$ cat src/hw/rtl/sbsh_pkg.sv
`timescale 1ns / 1ps

package sbsh_pkg;

    localparam int BLOCK_BITS = 512;
    localparam int WORD_BITS  = 32;

    localparam logic [7:0] PAD_MARK = 8'h80;

    localparam logic [31:0] INITIAL_HASH [8] = '{
        32'h6a09e667, 32'hbb67ae85, 32'h3c6ef372, 32'ha54ff53a,
        32'h510e527f, 32'h9b05688c, 32'h1f83d9ab, 32'h5be0cd19
    };

    localparam logic [31:0] ROUND_K [64] = '{
        32'h428a2f98, 32'h71374491, 32'hb5c0fbcf, 32'he9b5dba5,
        32'h3956c25b, 32'h59f111f1, 32'h923f82a4, 32'hab1c5ed5,
        32'hd807aa98, 32'h12835b01, 32'h243185be, 32'h550c7dc3,
        32'h72be5d74, 32'h80deb1fe, 32'h9bdc06a7, 32'hc19bf174,
        32'he49b69c1, 32'hefbe4786, 32'h0fc19dc6, 32'h240ca1cc,
        32'h2de92c6f, 32'h4a7484aa, 32'h5cb0a9dc, 32'h76f988da,
        32'h983e5152, 32'ha831c66d, 32'hb00327c8, 32'hbf597fc7,
        32'hc6e00bf3, 32'hd5a79147, 32'h06ca6351, 32'h14292967,
        32'h27b70a85, 32'h2e1b2138, 32'h4d2c6dfc, 32'h53380d13,
        32'h650a7354, 32'h766a0abb, 32'h81c2c92e, 32'h92722c85,
        32'ha2bfe8a1, 32'ha81a664b, 32'hc24b8b70, 32'hc76c51a3,
        32'hd192e819, 32'hd6990624, 32'hf40e3585, 32'h106aa070,
        32'h19a4c116, 32'h1e376c08, 32'h2748774c, 32'h34b0bcb5,
        32'h391c0cb3, 32'h4ed8aa4a, 32'h5b9cca4f, 32'h682e6ff3,
        32'h748f82ee, 32'h78a5636f, 32'h84c87814, 32'h8cc70208,
        32'h90befffa, 32'ha4506ceb, 32'hbef9a3f7, 32'hc67178f2
    };

    typedef enum logic [2:0] {
        ST_IDLE,
        ST_PAD,
        ST_LOAD,
        ST_COMP,
        ST_FINAL,
        ST_OUT
    } state_t;

    typedef enum logic [2:0] {
        PH_NONE,
        PH_MARK,
        PH_ZERO,
        PH_LEN,
        PH_DONE
    } phase_t;

    typedef enum logic [1:0] {
        SEL_INPUT,
        SEL_MARK,
        SEL_ZERO,
        SEL_LEN
    } byte_sel_t;

    typedef struct packed {
        logic      byte_shift;
        byte_sel_t byte_sel;
        logic      count_byte;
        logic      load_vars;
        logic      round_en;
        logic [5:0] round_idx;
        logic      finalize;
        logic      out_shift;
        logic      msg_clear;
    } ctrl_cmd_t;

    typedef struct packed {
        logic fill_63;
        logic fill_56;
    } dp_status_t;

endpackage

$ cat src/hw/rtl/sha256_byte_stream_hasher.sv
`timescale 1ns / 1ps
// SHA-256 hasher for a message given as a stream of bytes.
// Input channel: in_valid/in_ready with data_byte, byte_valid and end_of_message.
// A word with byte_valid low adds no byte; end_of_message closes the message
// after the word's byte. Output channel: out_valid/out_ready, eight words per
// message, digest_word most significant first, with word_index and last_word.
// After the 64th byte of a block the input stalls while the block is compressed:
// a load step, 64 rounds of the single-round compression unit and a step to add
// into the hash. After end_of_message the padding and length bytes are shifted
// in one at a time and one or two final compressions run before the first
// digest word appears. While digest words are offered the input is not ready;
// a stalled receiver simply holds the block with the current word unchanged.
// After the eighth word is taken the block reloads the initial hash values.
// Reset (rst_n low, asynchronous) clears the hash to its initial values, the
// length and the fill level; the first word may be sent on the next cycle.
module sha256_byte_stream_hasher (
    input  logic        clk,
    input  logic        rst_n,
    input  logic        in_valid,
    output logic        in_ready,
    input  logic [7:0]  data_byte,
    input  logic        byte_valid,
    input  logic        end_of_message,
    output logic        out_valid,
    input  logic        out_ready,
    output logic [31:0] digest_word,
    output logic [2:0]  word_index,
    output logic        last_word
);
    import sbsh_pkg::*;

    ctrl_cmd_t  cmd;
    dp_status_t status;

    sbsh_ctrl u_ctrl (
        .clk            (clk),
        .rst_n          (rst_n),
        .in_valid       (in_valid),
        .in_ready       (in_ready),
        .byte_valid     (byte_valid),
        .end_of_message (end_of_message),
        .out_valid      (out_valid),
        .out_ready      (out_ready),
        .word_index     (word_index),
        .last_word      (last_word),
        .status         (status),
        .cmd            (cmd)
    );

    sbsh_datapath u_datapath (
        .clk         (clk),
        .rst_n       (rst_n),
        .data_byte   (data_byte),
        .cmd         (cmd),
        .status      (status),
        .digest_word (digest_word)
    );

endmodule

$ cat src/hw/rtl/sbsh_datapath.sv
`timescale 1ns / 1ps

module sbsh_datapath (
    input  logic                clk,
    input  logic                rst_n,
    input  logic [7:0]          data_byte,
    input  sbsh_pkg::ctrl_cmd_t cmd,
    output sbsh_pkg::dp_status_t status,
    output logic [31:0]         digest_word
);
    import sbsh_pkg::*;

    function automatic logic [31:0] rotr(input logic [31:0] x, input int n);
        rotr = (x >> n) | (x << (32 - n));
    endfunction

    logic [BLOCK_BITS-1:0] blk_reg;
    logic [BLOCK_BITS-1:0] blk_next;
    logic [31:0]           hash_reg [8];
    logic [31:0]           hash_next [8];
    logic [31:0]           vars_reg [8];
    logic [31:0]           vars_next [8];
    logic [63:0]           bits_reg;
    logic [63:0]           bits_next;
    logic [5:0]            fill_reg;
    logic [5:0]            fill_next;

    logic [7:0]  shift_byte;
    logic [63:0] len_shifted;
    logic [31:0] w0;
    logic [31:0] w1;
    logic [31:0] w9;
    logic [31:0] w14;
    logic [31:0] new_w;
    logic [31:0] t1;
    logic [31:0] t2;
    logic [31:0] e_sig;
    logic [31:0] a_sig;
    logic [31:0] ch;
    logic [31:0] maj;

    assign w0  = blk_reg[BLOCK_BITS-1 -: WORD_BITS];
    assign w1  = blk_reg[BLOCK_BITS-1-WORD_BITS -: WORD_BITS];
    assign w9  = blk_reg[BLOCK_BITS-1-9*WORD_BITS -: WORD_BITS];
    assign w14 = blk_reg[BLOCK_BITS-1-14*WORD_BITS -: WORD_BITS];

    assign new_w = (rotr(w14, 17) ^ rotr(w14, 19) ^ (w14 >> 10)) + w9
                 + (rotr(w1, 7) ^ rotr(w1, 18) ^ (w1 >> 3)) + w0;

    assign e_sig = rotr(vars_reg[4], 6) ^ rotr(vars_reg[4], 11) ^ rotr(vars_reg[4], 25);
    assign a_sig = rotr(vars_reg[0], 2) ^ rotr(vars_reg[0], 13) ^ rotr(vars_reg[0], 22);
    assign ch    = (vars_reg[4] & vars_reg[5]) ^ (~vars_reg[4] & vars_reg[6]);
    assign maj   = (vars_reg[0] & vars_reg[1]) ^ (vars_reg[0] & vars_reg[2])
                 ^ (vars_reg[1] & vars_reg[2]);
    assign t1    = vars_reg[7] + e_sig + ch + ROUND_K[cmd.round_idx] + w0;
    assign t2    = a_sig + maj;

    // The length goes out most significant byte first as the fill runs from 56 to 63.
    assign len_shifted = bits_reg >> {~fill_reg[2:0], 3'b000};

    always_comb
    begin
        unique case (cmd.byte_sel)
            SEL_INPUT: shift_byte = data_byte;
            SEL_MARK:  shift_byte = PAD_MARK;
            SEL_ZERO:  shift_byte = 8'h00;
            SEL_LEN:   shift_byte = len_shifted[7:0];
            default:   shift_byte = 8'h00;
        endcase
    end

    always_comb
    begin
        blk_next  = blk_reg;
        hash_next = hash_reg;
        vars_next = vars_reg;
        bits_next = bits_reg;
        fill_next = fill_reg;
        priority if (cmd.msg_clear)
        begin
            hash_next = INITIAL_HASH;
            bits_next = 64'd0;
            fill_next = 6'd0;
        end
        else if (cmd.byte_shift)
        begin
            blk_next  = {blk_reg[BLOCK_BITS-9:0], shift_byte};
            fill_next = fill_reg + 6'd1;
            if (cmd.count_byte)
            begin
                bits_next = bits_reg + 64'd8;
            end
        end
        else if (cmd.load_vars)
        begin
            vars_next = hash_reg;
        end
        else if (cmd.round_en)
        begin
            blk_next     = {blk_reg[BLOCK_BITS-WORD_BITS-1:0], new_w};
            vars_next[7] = vars_reg[6];
            vars_next[6] = vars_reg[5];
            vars_next[5] = vars_reg[4];
            vars_next[4] = vars_reg[3] + t1;
            vars_next[3] = vars_reg[2];
            vars_next[2] = vars_reg[1];
            vars_next[1] = vars_reg[0];
            vars_next[0] = t1 + t2;
        end
        else if (cmd.finalize)
        begin
            for (int i = 0; i < 8; i++)
            begin
                hash_next[i] = hash_reg[i] + vars_reg[i];
            end
        end
        else if (cmd.out_shift)
        begin
            for (int i = 0; i < 7; i++)
            begin
                hash_next[i] = hash_reg[i+1];
            end
            hash_next[7] = hash_reg[0];
        end
    end

    always_ff @(posedge clk or negedge rst_n)
    begin
        if (!rst_n)
        begin
            hash_reg <= INITIAL_HASH;
            bits_reg <= 64'd0;
            fill_reg <= 6'd0;
        end
        else
        begin
            hash_reg <= hash_next;
            bits_reg <= bits_next;
            fill_reg <= fill_next;
        end
    end

    always_ff @(posedge clk)
    begin
        blk_reg  <= blk_next;
        vars_reg <= vars_next;
    end

    assign status.fill_63 = (fill_reg == 6'd63);
    assign status.fill_56 = (fill_reg == 6'd56);
    assign digest_word    = hash_reg[0];

endmodule

$ cat src/hw/rtl/sbsh_ctrl.sv
`timescale 1ns / 1ps

module sbsh_ctrl (
    input  logic                 clk,
    input  logic                 rst_n,
    input  logic                 in_valid,
    output logic                 in_ready,
    input  logic                 byte_valid,
    input  logic                 end_of_message,
    output logic                 out_valid,
    input  logic                 out_ready,
    output logic [2:0]           word_index,
    output logic                 last_word,
    input  sbsh_pkg::dp_status_t status,
    output sbsh_pkg::ctrl_cmd_t  cmd
);
    import sbsh_pkg::*;

    state_t     state_reg;
    state_t     state_next;
    phase_t     phase_reg;
    phase_t     phase_next;
    logic [5:0] round_reg;
    logic [5:0] round_next;
    logic [2:0] idx_reg;
    logic [2:0] idx_next;

    always_ff @(posedge clk or negedge rst_n)
    begin
        if (!rst_n)
        begin
            state_reg <= ST_IDLE;
            phase_reg <= PH_NONE;
            round_reg <= 6'd0;
            idx_reg   <= 3'd0;
        end
        else
        begin
            state_reg <= state_next;
            phase_reg <= phase_next;
            round_reg <= round_next;
            idx_reg   <= idx_next;
        end
    end

    always_comb
    begin
        state_next     = state_reg;
        phase_next     = phase_reg;
        round_next     = round_reg;
        idx_next       = idx_reg;
        cmd.byte_shift = 1'b0;
        cmd.byte_sel   = SEL_INPUT;
        cmd.count_byte = 1'b0;
        cmd.load_vars  = 1'b0;
        cmd.round_en   = 1'b0;
        cmd.round_idx  = round_reg;
        cmd.finalize   = 1'b0;
        cmd.out_shift  = 1'b0;
        cmd.msg_clear  = 1'b0;
        unique case (state_reg)
            ST_IDLE:
            begin
                if (in_valid)
                begin
                    if (byte_valid)
                    begin
                        cmd.byte_shift = 1'b1;
                        cmd.count_byte = 1'b1;
                    end
                    if (byte_valid && status.fill_63)
                    begin
                        state_next = ST_LOAD;
                        phase_next = end_of_message ? PH_MARK : PH_NONE;
                    end
                    else if (end_of_message)
                    begin
                        state_next = ST_PAD;
                        phase_next = PH_MARK;
                    end
                end
            end
            ST_PAD:
            begin
                unique case (phase_reg)
                    PH_MARK:
                    begin
                        cmd.byte_shift = 1'b1;
                        cmd.byte_sel   = SEL_MARK;
                        phase_next     = PH_ZERO;
                        if (status.fill_63)
                        begin
                            state_next = ST_LOAD;
                        end
                    end
                    PH_ZERO:
                    begin
                        if (status.fill_56)
                        begin
                            phase_next = PH_LEN;
                        end
                        else
                        begin
                            cmd.byte_shift = 1'b1;
                            cmd.byte_sel   = SEL_ZERO;
                            if (status.fill_63)
                            begin
                                state_next = ST_LOAD;
                            end
                        end
                    end
                    PH_LEN:
                    begin
                        cmd.byte_shift = 1'b1;
                        cmd.byte_sel   = SEL_LEN;
                        if (status.fill_63)
                        begin
                            state_next = ST_LOAD;
                            phase_next = PH_DONE;
                        end
                    end
                    default:
                    begin
                        state_next = ST_IDLE;
                        phase_next = PH_NONE;
                    end
                endcase
            end
            ST_LOAD:
            begin
                cmd.load_vars = 1'b1;
                round_next    = 6'd0;
                state_next    = ST_COMP;
            end
            ST_COMP:
            begin
                cmd.round_en = 1'b1;
                round_next   = round_reg + 6'd1;
                if (round_reg == 6'd63)
                begin
                    state_next = ST_FINAL;
                end
            end
            ST_FINAL:
            begin
                cmd.finalize = 1'b1;
                priority if (phase_reg == PH_DONE)
                begin
                    state_next = ST_OUT;
                    idx_next   = 3'd0;
                end
                else if (phase_reg == PH_NONE)
                begin
                    state_next = ST_IDLE;
                end
                else
                begin
                    state_next = ST_PAD;
                end
            end
            ST_OUT:
            begin
                if (out_ready)
                begin
                    cmd.out_shift = 1'b1;
                    idx_next      = idx_reg + 3'd1;
                    if (idx_reg == 3'd7)
                    begin
                        cmd.msg_clear = 1'b1;
                        state_next    = ST_IDLE;
                        phase_next    = PH_NONE;
                    end
                end
            end
            default:
            begin
                state_next = ST_IDLE;
                phase_next = PH_NONE;
            end
        endcase
    end

    assign in_ready   = (state_reg == ST_IDLE);
    assign out_valid  = (state_reg == ST_OUT);
    assign word_index = idx_reg;
    assign last_word  = (idx_reg == 3'd7);

    a_round_done: assert property (@(posedge clk) disable iff (!rst_n)
        (state_reg == ST_COMP && round_reg == 6'd63) |=> (state_reg == ST_FINAL))
        else $error("compression did not finish after the last round");

    a_full_block: assert property (@(posedge clk) disable iff (!rst_n)
        (in_valid && in_ready && byte_valid && status.fill_63) |=> (state_reg == ST_LOAD))
        else $error("full block did not start a compression");

    a_msg_end: assert property (@(posedge clk) disable iff (!rst_n)
        (out_valid && out_ready && last_word) |=> (in_ready && phase_reg == PH_NONE))
        else $error("block not ready for a new message after the digest");

    a_digest_start: assert property (@(posedge clk) disable iff (!rst_n)
        (state_reg == ST_FINAL && phase_reg == PH_DONE) |=> (out_valid && word_index == 3'd0))
        else $error("digest does not start at word zero");

endmodule

$ cat config.mk
export PLATFORM = sky130hd
export DESIGN_NAME = sha256_byte_stream_hasher
export DESIGN_NICKNAME = d
export VERILOG_FILES = /design/src/hw/rtl/sbsh_pkg.sv /design/src/hw/rtl/sha256_byte_stream_hasher.sv /design/src/hw/rtl/sbsh_datapath.sv /design/src/hw/rtl/sbsh_ctrl.sv
export SDC_FILE = /design/constraint.sdc
export NUM_CORES = 2
export LEC_CHECK = 0
export BUFFER_PORTS_ARGS = -buffer_cell sky130_fd_sc_hd__buf_2
export CAP_MARGIN = 20
export CORE_AREA = 2 2 470 472
export CTS_BUF_LIST = sky130_fd_sc_hd__clkbuf_4
export DETAILED_ROUTE_END_ITERATION = 6
export DIE_AREA = 0 0 472 474
export PLACE_DENSITY = 0.59
export SKIP_LAST_GASP = 1
export SLEW_MARGIN = 20
export SYNTH_ARGS = -nofsm -noshare
export SYNTH_HDL_FRONTEND = slang
export SYNTH_SLANG_ARGS = --single-unit
$ cat constraint.sdc
create_clock -name clk -period 18.15 [get_ports clk]
set_clock_uncertainty 0.15 [all_clocks]
set_input_delay 0.9075 -clock clk [delete_from_list [all_inputs] [get_ports clk]]
set_output_delay 0.9075 -clock clk [all_outputs]
set_load 0.03 [all_outputs]
==> results.yml <==
synthesis:
  post_synth_inst_count: 8542
  synthesis.area_um2: 76100
  yosysUniqueCellTypes: 93
  yosysWarningCount: 0
  synthDominantCellAreaShare: 0.303
  synth_area_leaders: "sky130_fd_sc_hd__edfxtp_1 (30%), sky130_fd_sc_hd__nand2_1 (12%), sky130_fd_sc_hd__dfrtp_1 (6.6%)"
  ys_ff_latch: 1106
  synth_largest_area_cell: "sky130_fd_sc_hd__edfxtp_1"
  postSynthAreaPerCell_um2: 8.91
  synth_edf_count: 768
  post_synthesis_async_set_or_reset_flop_share: 0.306
  synth_top_flop_cell: "sky130_fd_sc_hd__edfxtp_1"
  ys_seq_area_frac: 0.417
  synth_nets: 9147
global_routing:
  grt_max_degree: 194
  gr-usage-all-layers: 0.231
  gr-usage-met3: 0.0407
  grt_util_met2: 0.370
  global_route_wire_length_before_repair_um: 396000
  antenna_found_initial: 15
  grt.met1_usage: 0.304
  grt_busiest_layer: "met2"
  globalRoute.totalOverflow: 0
  first_global_vias: 62637
clock_tree:
  tritoncts: "built"
  path_clk_slew_ps: 70
  clock_tree.buffer_depth: 4
  cts_sinks: 1106
  cts_made_buffers: 337
  cts.repair.resized: 0
  cts_htree_levels: 5
  clk_root_buffer_cell: "sky130_fd_sc_hd__clkbuf_4"
  clkLatencyLatePin_ps: 1400
worst_setup_path:
  worst_path_maximum_fanout: 27
  critPathArrivalTime_ps: 10910
  reg2reg_depth: 35
  worstSetupPathType: "register to register"
  critical_path_required_ps: 19070
  worstSetupStartpointType: "register"
  timing.critical_path.to_type: "register"
  critPathSlowestCell: "sky130_fd_sc_hd__nor2b_1"
  cpMostUsedCell: "sky130_fd_sc_hd__a21oi_1"
  critical-path-max-stage-delay_ps: 770
placement:
  buffer_ports.inserted: 51
  dpl.hpwl_um: 187000
  pre_cts_ws_ps: 8360
  finalWeightedCongestion: 0.973
layout:
  area.growth.synth_to_final_pct: 9.18
  register_cell_area_after_layout_um2: 31700
  layout.cells.most_common_list: "sky130_fd_sc_hd__nand2_1 (2420), sky130_fd_sc_hd__edfxtp_1 (768), sky130_fd_sc_hd__a21oi_1 (542)"
  largest_register_ffs: 512
  final_common_cell: "sky130_fd_sc_hd__nand2_1"
  multi_input_logic_area_um2: 41300
  num-fill-cells: 22135
  fin_nets: 9120
  layout-drive-gt1-share: 0.100
drt:
  routed_wirelength_um: 264000
  firstDrtPassIters: 6
  num_vias: 64164
  wl_per_cell_um: 22.7
  antenna_left: 0
  drc: 0
  drt_iter0_drc: 6261
  avgViaCountPerCell: 5.51
sta:
  final-max-slew-violation-count: 0
  postLayoutSetupSlackWorst_ps: 8160
  achievable-frequency_mhz: 100
  setup_repair_after_global_routing_missed_its_margin: "no"
  slew-limit-headroom: 0.222
  final-setup-viol-count: 0
  worstMarginPinSlew_ps: 1170
  timing.final.hold_violations: 0
  tns_ps: 0
  final_min_period_ps: 9990
  min_period_over_period: 0.550
floorplanning:
  dieHeight_um: 474
  chipWidth_um: 472
  rows: 172
  num_io_pins: 52
  floorplan.initialDensity: 0.348
  die-area_um2: 224000
  design.core.area_um2: 219000
hold_path:
  min-delay-path-class: "input port to asynchronous set/reset pin"
run:
  maxCapViolations: 0
status:
  run_status: "finished clean"
## final timing paths
path	startpoint	endpoint	slack (ps)
setup / recovery	u_ctrl.round_reg[0]	u_datapath.vars_reg[253]	8160
hold / removal	rst_n	u_datapath.digest_word[16]	190
setup reg to reg	u_ctrl.round_reg[0]	u_datapath.vars_reg[253]	8160
hold reg to reg	u_datapath.blk_reg[130]	u_datapath.blk_reg[162]	310
max in group asynchronous	rst_n	u_datapath.bits_reg[31]	15770
min in group clk	out_ready	u_datapath.fill_reg[0]	200
## critical path, delay by kind of cell (launching register included)
kind / cells / cell delay (ps)
AO/OA/AOI/OAI: 16 / 2700
XOR/XNOR: 2 / 350
flip-flops: 1 / 330
buffers and inverters: 5 / 770
adder cells (fa/ha/maj): 7 / 3200
AND/OR/NAND/NOR: 4 / 1620
multiplexers: 1 / 530
## through the flow
stage | utilization | cells | instance area [µm²] | hold slack, ps
final | 0.380 | 11640 | 83000 | 187
after global routing | 0.380 | 11638 | 83000 | 58.0
after global placement | 0.360 | 11028 | 78600 | 341
after floorplan | - | 8542 | 76100 | 314
after detailed placement | 0.360 | 11028 | 78600 | 360
after CTS | 0.380 | 11627 | 83000 | 31.6
## cells in the mapped netlist, drive strengths merged (120+ instances only)
cell    instances
fa            195
xor2          215
dfrtp         202
xnor2         393
ha            396
dfstp         136
o21ai         509
nor3          120
nor2          478
inv           307
clkbuf        449
nand3         127
edfxtp        768
a21o          136
nand2        2426
a21oi         545
## cells by family after synthesis
logic type,count (synthesis),share of synthesized area
and+or+nand+nor,3502,0.189
AOI/OAI and AO/OA,1791,0.146
DFF,1106,0.417
buffers and inverters,823,0.0422
adders and majority gates,617,0.120
xor gates and xnor gates,608,0.0701
muxes,95,0.0158
## repair_timing
action	4_1_cts	5_1_grt
endpoints found under the hold margin	109	0
buffers inserted	0	0
hold buffers	18	0
## layer usage
layer	up-vias	share of wire
li1	29547	-
met1	31523	0.42
met2	2498	0.46
met3	588	0.071
met4	8	0.046
met5	-	0.00022
## area by class of cell
class / instances / share of cell area
clock buffers: 497 / 0.0449
inverters: 310 / 0.0141
flip-flops and latches: 1106 / 0.382
multi-input cells: 6613 / 0.497
clock inverters: 84 / 0.00505
diodes: 12 / 0.000362
repair buffers: 147 / 0.0137
well taps: 2871 / 0.0433
Power is not shown: default switching activity piles up to over one toggle a cycle in this logic, so the estimate is an artifact.
